### config.mk
export PLATFORM = sky130hd
export DESIGN_NAME = multi_channel_pwm_generator_unit
export DESIGN_NICKNAME = d
export VERILOG_FILES = /design/src/sv/mcpwm_pkg.sv /design/src/sv/mcpwm_div.sv /design/src/sv/multi_channel_pwm_generator_unit.sv
export SDC_FILE = /design/constraint.sdc
export NUM_CORES = 1
export LEC_CHECK = 0
export ABC_AREA = 0
export BUFFER_PORTS_ARGS = -buffer_cell sky130_fd_sc_hd__buf_4
export CELL_PAD_IN_SITES_DETAIL_PLACEMENT = 1
export CELL_PAD_IN_SITES_GLOBAL_PLACEMENT = 1
export CORE_MARGIN = 1.5
export CORE_UTILIZATION = 23
export CTS_CLUSTER_SIZE = 20
export DETAILED_ROUTE_END_ITERATION = 8
export GPL_ROUTABILITY_DRIVEN = 0
export PLACE_DENSITY_LB_ADDON = 0.1
export SYNTH_ARGS = -nofsm -noshare
export SYNTH_HDL_FRONTEND = slang
export SYNTH_SLANG_ARGS = --single-unit
### constraint.sdc
create_clock -name clk -period 5.5 [get_ports clk]
set_input_delay 0.825 -clock clk [delete_from_list [all_inputs] [get_ports clk]]
set_output_delay 0.825 -clock clk [all_outputs]
set_load 0.02 [all_outputs]
### src/sv/mcpwm_pkg.sv
// ----------------------------------------------------------------------------
// mcpwm_pkg
// Shared types and constants for the multi-channel PWM slot table.
// ----------------------------------------------------------------------------
package mcpwm_pkg;

  localparam int CHANNELS    = 8;
  localparam int FRAME_TICKS = 1000 / 50 * 1000;   // one frame in microsecond ticks

  localparam int VAL_W  = 15;                      // period, compare and counter width
  localparam int CH_W   = (CHANNELS > 1) ? $clog2(CHANNELS) : 1;
  localparam int CH_PAD = (CHANNELS > 8) ? CHANNELS : 8;
  localparam int CNT_W  = $clog2(VAL_W);

  localparam int S_DATA_W = 40;
  localparam int S_USER_W = 2;
  localparam int M_DATA_W = 24;
  localparam int M_PAD_W  = M_DATA_W - 20;

  typedef enum logic [1:0] {
    OP_TICK   = 2'd0,
    OP_ADD    = 2'd1,
    OP_REMOVE = 2'd2,
    OP_CHANGE = 2'd3
  } op_t;

  localparam logic ST_OK      = 1'b0;
  localparam logic ST_NO_FREE = 1'b1;

endpackage

### src/sv/mcpwm_div.sv
// ----------------------------------------------------------------------------
// mcpwm_div
// Restoring divider, one quotient bit per cycle.
// ----------------------------------------------------------------------------
module mcpwm_div (
  input  logic                       clk,
  input  logic                       rst,
  input  logic                       start,
  input  logic [mcpwm_pkg::VAL_W-1:0] dividend,
  input  logic [mcpwm_pkg::VAL_W-1:0] divisor,
  output logic                       done,
  output logic [mcpwm_pkg::VAL_W-1:0] quo
);
  import mcpwm_pkg::*;

  logic             busy;
  logic [CNT_W-1:0] cnt;
  logic [VAL_W-1:0] rem;
  logic [VAL_W:0]   trial;
  logic [VAL_W:0]   diff;
  logic             fits;

  assign trial = {rem, quo[VAL_W-1]};
  assign diff  = trial - {1'b0, divisor};
  assign fits  = trial >= {1'b0, divisor};

  always_ff @(posedge clk) begin
    if (rst) begin
      busy <= 1'b0;
      done <= 1'b0;
      cnt  <= '0;
    end else begin
      done <= 1'b0;
      if (start) begin
        rem  <= '0;
        quo  <= dividend;
        cnt  <= CNT_W'(VAL_W - 1);
        busy <= 1'b1;
      end else if (busy) begin
        if (fits) begin
          rem <= diff[VAL_W-1:0];
        end else begin
          rem <= trial[VAL_W-1:0];
        end
        quo <= {quo[VAL_W-2:0], fits};
        if (cnt == '0) begin
          busy <= 1'b0;
          done <= 1'b1;
        end else begin
          cnt <= cnt - 1'b1;
        end
      end
    end
  end

endmodule

### src/sv/multi_channel_pwm_generator_unit.sv
// ----------------------------------------------------------------------------
// multi_channel_pwm_generator_unit
// Slot table of PWM channels sharing one frame; ticks, add, remove, change.
// ----------------------------------------------------------------------------
// Sequence: a tick item visits the table entries in S_TICK, one per cycle,
//   an add item waits in S_DIV for the step length from the bit-serial divider,
//   and remove and compare change go straight to S_DONE, which raises m_tvalid.
// Throughput: one item at a time; s_tready high only while idle, so a new item
//   is taken only after the last result is issued; a result may wait at the output.
// Reset: rst clears the sequencer, output valid and the enabled and off flags.
// ----------------------------------------------------------------------------
module multi_channel_pwm_generator_unit (
  input  logic                          clk,
  input  logic                          rst,
  // slave side
  input  logic                          s_tvalid,
  output logic                          s_tready,
  input  logic [mcpwm_pkg::S_DATA_W-1:0] s_tdata,  // slot[2:0], period_steps[17:3],
                                                   // compare_value[32:18], zeros
  input  logic [mcpwm_pkg::S_USER_W-1:0] s_tuser,  // op[1:0]
  // master side
  output logic                          m_tvalid,
  input  logic                          m_tready,
  output logic [mcpwm_pkg::M_DATA_W-1:0] m_tdata   // levels[7:0], event_mask[15:8],
                                                   // given_slot[18:16], status[19], zeros
);
  import mcpwm_pkg::*;

  typedef enum logic [1:0] {S_IDLE, S_TICK, S_DIV, S_DONE} state_t;

  // one slot's stored parameters and phase counters
  typedef struct packed {
    logic [VAL_W-1:0] period;
    logic [VAL_W-1:0] compare;
    logic [VAL_W-1:0] step_length;
    logic [VAL_W-1:0] prescale;
    logic [VAL_W-1:0] step_index;
  } chan_t;

  state_t              state;
  logic [CH_W-1:0]     ch;          // sequencer slot pointer
  logic [CH_W-1:0]     found;       // slot taken by an add
  logic [VAL_W-1:0]    per_r;
  logic [VAL_W-1:0]    cmp_r;
  logic [CHANNELS-1:0] events;
  logic [CHANNELS-1:0] enabled;
  logic [CHANNELS-1:0] off_flag;
  logic [2:0]          given_r;
  logic                status_r;
  logic                div_start;
  chan_t               tbl [CHANNELS];

  // input item fields
  op_t              in_op;
  logic [2:0]       in_slot;
  logic [VAL_W-1:0] in_per;
  logic [VAL_W-1:0] in_cmp;
  logic [CH_W-1:0]  slot_idx;
  logic             slot_ok;

  assign in_op    = op_t'(s_tuser[1:0]);
  assign in_slot  = s_tdata[2:0];
  assign in_per   = s_tdata[17:3];
  assign in_cmp   = s_tdata[32:18];
  assign slot_idx = CH_W'(in_slot);
  assign slot_ok  = int'(in_slot) < CHANNELS;

  assign s_tready = (state == S_IDLE);

  // lowest free slot for an add
  logic            have_free;
  logic [CH_W-1:0] free_slot;

  always_comb begin
    have_free = 1'b0;
    free_slot = '0;
    for (int i = CHANNELS - 1; i >= 0; i--) begin
      if (!enabled[i]) begin
        have_free = 1'b1;
        free_slot = CH_W'(i);
      end
    end
  end

  // per-slot tick update on the entry under the pointer
  chan_t            cur;
  logic             off_now;
  logic [VAL_W-1:0] ps_inc;
  logic [VAL_W-1:0] idx_inc;
  logic             ps_wrap;
  logic             idx_wrap;

  always_comb begin
    cur      = tbl[ch];
    off_now  = cur.step_index >= cur.compare;
    ps_inc   = cur.prescale + 1'b1;
    idx_inc  = cur.step_index + 1'b1;
    ps_wrap  = ps_inc >= cur.step_length;
    idx_wrap = idx_inc >= cur.period;
  end

  // step length = frame / period, through the shared divider
  logic             div_done;
  logic [VAL_W-1:0] div_quo;
  logic [VAL_W-1:0] step_len;

  mcpwm_div u_div (
    .clk      (clk),
    .rst      (rst),
    .start    (div_start),
    .dividend (VAL_W'(FRAME_TICKS)),
    .divisor  (per_r),
    .done     (div_done),
    .quo      (div_quo)
  );

  assign step_len = (div_quo == '0) ? VAL_W'(1) : div_quo;

  // result vectors, padded so that the low eight bits always exist
  logic [CH_PAD-1:0] levels_pad;
  logic [CH_PAD-1:0] events_pad;

  assign levels_pad = CH_PAD'(enabled & ~off_flag);
  assign events_pad = CH_PAD'(events);

  always_ff @(posedge clk) begin
    if (rst) begin
      state     <= S_IDLE;
      ch        <= '0;
      m_tvalid  <= 1'b0;
      enabled   <= '0;
      off_flag  <= '0;
      div_start <= 1'b0;
    end else begin
      div_start <= 1'b0;
      if (m_tvalid && m_tready) begin
        m_tvalid <= 1'b0;
      end
      case (state)
        S_IDLE: begin
          if (s_tvalid) begin
            given_r  <= '0;
            status_r <= ST_OK;
            events   <= '0;
            ch       <= '0;
            case (in_op)
              OP_TICK: begin
                state <= S_TICK;
              end
              OP_ADD: begin
                if (have_free) begin
                  found     <= free_slot;
                  per_r     <= (in_per == '0) ? VAL_W'(1) : in_per;
                  cmp_r     <= in_cmp;
                  div_start <= 1'b1;
                  state     <= S_DIV;
                end else begin
                  status_r <= ST_NO_FREE;
                  state    <= S_DONE;
                end
              end
              OP_REMOVE: begin
                if (slot_ok) begin
                  enabled[slot_idx] <= 1'b0;
                end
                state <= S_DONE;
              end
              OP_CHANGE: begin
                // new compare restarts the phase at step 0
                if (slot_ok) begin
                  tbl[slot_idx].compare    <= in_cmp;
                  tbl[slot_idx].prescale   <= '0;
                  tbl[slot_idx].step_index <= '0;
                end
                state <= S_DONE;
              end
              default: begin
                state <= S_DONE;
              end
            endcase
          end
        end
        S_TICK: begin
          if (enabled[ch]) begin
            // reissue the level when it flips or a new period starts
            if ((off_now != off_flag[ch]) || (cur.step_index == '0)) begin
              off_flag[ch] <= off_now;
              events[ch]   <= 1'b1;
            end
            tbl[ch].prescale <= ps_wrap ? '0 : ps_inc;
            if (ps_wrap) begin
              tbl[ch].step_index <= idx_wrap ? '0 : idx_inc;
            end
          end
          if (ch == CH_W'(CHANNELS - 1)) begin
            state <= S_DONE;
          end else begin
            ch <= ch + 1'b1;
          end
        end
        S_DIV: begin
          if (div_done) begin
            tbl[found].period      <= per_r;
            tbl[found].compare     <= cmp_r;
            tbl[found].step_length <= step_len;
            tbl[found].prescale    <= '0;
            tbl[found].step_index  <= '0;
            off_flag[found]        <= 1'b1;   // shows off until its first tick
            enabled[found]         <= 1'b1;
            given_r                <= 3'(found);
            state                  <= S_DONE;
          end
        end
        S_DONE: begin
          if (!m_tvalid || m_tready) begin
            m_tvalid <= 1'b1;
            m_tdata  <= {M_PAD_W'(0), status_r, given_r, events_pad[7:0], levels_pad[7:0]};
            state    <= S_IDLE;
          end
        end
        default: begin
          state <= S_IDLE;
        end
      endcase
    end
  end

endmodule

==> impl_metrics.yaml <==
outcome:
  outcome: "completed"
grt:
  globalRouteOverflowTotal: 0
  grt_max_degree: 47
  grt_pass1_vias: 18830
  antenna_found_initial: 0
  track_usage: 0.1253
  grt_pass1_wl_um: 127000
floorplanning:
  start_util: 0.2327
  dieArea_um2: 137900
  pin_count: 72
  rows: 134
  die_x_um: 371.4
  fp.dieH_um: 371.4
  core_area_um2: 134100
power_and_ir_drop:
  seq_power_share: 0.474
  leakagePower_nw: 12.30
  p_int_mw: 9.816
  p_switching_mw: 3.175
  irDropWorstVdd_v: 0.0001758
  power_density_nw_per_um2: 351.7
  switching_share: 0.2444
  clkPwrFrac: 0.417
  combPwrFrac: 0.108
sta:
  hold_viol_final: 0
  tightest_slew_ns: 1.163
  slew_viol_final: 0
  rsz0062_at_grt: "no"
  period_share: 0.9140
  relSlewSlack: 0.2168
  finalSetupViolCount: 0
  setup-tns-final_ns: 0
  period_needed_ns: 5.027
  skew_ns: 0.02687
  fmax_mhz: 198.9
synthesis:
  synth_edf_count: 695
  ys_types: 73
  async_reset_ff_frac: 0
  synth_area_leaders: "edfxtp_1 (67%), mux4_2 (11%), ha_1 (2.9%), mux2i_1 (2.6%), dfxtp_1 (2.1%)"
  synth_cells: 1875
  yosysTopAreaCellShare: 0.6687
  yosysWarningCount: 0
  ys_seq_area_frac: 0.6892
  synth_ff_type: "edfxtp_1"
  synth.cell_area_um2: 31210
  synth-seq-cells: 727
  yosysMostFrequentCell: "edfxtp_1"
  ys_top_cells_by_count: "edfxtp_1 (695), mux4_2 (148), nor2_1 (148), mux2i_1 (82), inv_1 (76)"
  syn_area_per_cell_um2: 16.65
  yosysTopAreaCell: "edfxtp_1"
clocking:
  clk_pin_slew_worst_paths_ns: 0.06
  cts_sinks: 727
  holdBufCountCts: 0
  insertion_delay_ns: 0.68
  clockRootBuffer: "clkbuf_16"
  htreeDepth: 3
  clockBufferDepth: 3
  cts_made_buffers: 85
  cts_tree: "built"
  cts_resized: 0
  cts_setup_buffers: 0
critical_path:
  endpoint: "tbl[7][8]"
  r2r_end: "tbl[7][8]"
  path_class: "register to register"
  cp_max_fo: 40
  critPathCaptureType: "register"
  r2r_cells: 17
  arrival_ns: 5.38
  crit_path_start_kind: "register"
  rrSetupSlack_ns: 0.47
  cp.required_ns: 5.86
route:
  vias: 16720
  drt_wl_total_um: 84550
  first_pass_iters: 5
  wire_per_inst_um: 21.98
  drc: 0
  drt-initial-drc-count: 780
  ant_nets: 0
  viasPerCell: 4.345
flow_run:
  cap_viol_max_count: 0
finish:
  drive_gt1_frac: 0.2239
  final_core_util: 0.2754
  area_growth_pct: 18.34
  final_nets: 2128
placement:
  dp_hpwl_um: 53860
  io_buffers: 60
hold_path:
  min_path_type: "primary input to register"
-- worst min path at each step --
| stage | startpoint | endpoint | slack, ns | cells after the start |
|---|---|---|---|---|
| floorplan | given_r[0] | m_tdata[16] | 0.40 | 0 |
| global placement | events[1] | m_tdata[9] | 0.44 | 0 |
| detailed placement | given_r[0] | m_tdata[16] | 0.42 | 0 |
| CTS | s_tdata[14] | per_r[11] | 0.26 | 1 |
| global route | s_tdata[29] | cmp_r[11] | 0.28 | 1 |
| finish | s_tdata[30] | cmp_r[12] | 0.33 | 1 |
-- critical path: stages, from the launching register on --
cell     delay (ns)
dfxtp_4        0.84
mux4_2         0.43
mux2i_1        0.33
inv_1          0.21
nand3_1        0.18
nor2_1         0.09
nand2_1        0.16
nor2_1         0.10
xnor2_1        0.29
ha_1           0.30
a21o_1         0.16
a21o_1         0.17
a21oi_1        0.19
o21ai_0        0.13
nand3_1        0.10
nand4_1        0.10
buf_4          0.25
nor2b_1        0.59
-- routing by layer --
| metal | track usage | part of all wire | routed length (um) | up-vias |
|---|---|---|---|---|
| met5 | 0 | 0 | 0 | - |
| met4 | 0.03354 | 0.019 | 1602 | 0 |
| met1 | 0.1663 | 0.46 | 38890 | 8828 |
| met2 | 0.2114 | 0.49 | 41400 | 197 |
| li1 | - | - | - | 7584 |
| met3 | 0.02025 | 0.031 | 2660 | 107 |
-- area by class of cell --
| cell class | instances | area (um2) |
|---|---|---|
| fill | 14050 | 97190 |
| sequential | 727 | 21520 |
| antenna | 2 | 5.005 |
| multi-input combinational | 976 | 9070 |
| inverter | 76 | 285.3 |
| clock buffer | 102 | 2275 |
| timing repair buffer | 143 | 1199 |
| tap | 1768 | 2212 |
| clock inverter | 53 | 367.9 |
-- power groups by stage --
stage / sequential [mW] / clock, mW / combinational (mW)
2_1_floorplan: 6.24 / 0 / 1.00
3_3_place_gp: 6.28 / 0 / 1.44
3_5_place_dp: 6.28 / 0 / 1.46
4_1_cts: 6.16 / 5.64 / 1.46
5_1_grt: 6.17 / 5.82 / 1.58
6_report: 6.16 / 5.42 / 1.41
-- registers in the layout (all words and copies together), names as in the netlist, 2 cells and up, named ones only --
name / count
enabled: 8
events: 8
u_div.rem: 15
off_flag: 8
ch: 3
cmp_r: 15
u_div.quo: 15
found: 3
u_div.cnt: 4
given_r: 3
state: 2
m_tdata: 20
tbl: 600
per_r: 15
-- layout by cell type, fill, tap and decap left out, types with 8 or more instances in the layout --
master,n
o21ai_0,33
o2bb2ai_1,8
a31oi_1,17
xnor2_1,32
mux4_2,148
clkinv_2,17
a211oi_1,9
nand2_1,74
clkinv_1,27
clkbuf_16,88
nand3b_1,10
nand3_1,19
ha_1,72
nand4_1,12
buf_4,133
nor2_2,10
inv_1,76
nor4_1,11
a21oi_1,55
nand2b_1,21
and2_1,19
nor2_1,133
nor3_1,40
nor2b_1,38
dfxtp_1,29
nor3_2,10
mux2_2,9
a21o_1,13
mux2i_1,82
clkbuf_1,12
edfxtp_1,695
buf_12,10
-- cells by family (layout without fill, tap and decap cells) --
family	Yosys count	count (layout)	share of synthesized area
mux	243	243	0.1392
buf+inv	175	374	0.02457
compound gates	181	181	0.03788
flops	727	727	0.6892
fa+ha+maj	73	73	0.02950
other cells	1	6	0.0001201
xor+xnor	39	39	0.01094
simple gates	436	436	0.06859
-- metrics by stage --
step	area, um2	power (mW)	setup WS, ns	cells	hold WS, ns
global route	36930	13.57	0.1357	3845	0.2825
global placement	34290	7.718	0.5891	3690	0.4406
floorplan	31220	7.241	0.4586	1878	0.4003
CTS	36930	13.27	0.4379	3845	0.2617
finish	36940	12.99	0.4732	3847	0.3320
detailed placement	34290	7.738	0.4803	3690	0.4211
Power figures use the tool's default switching activity.
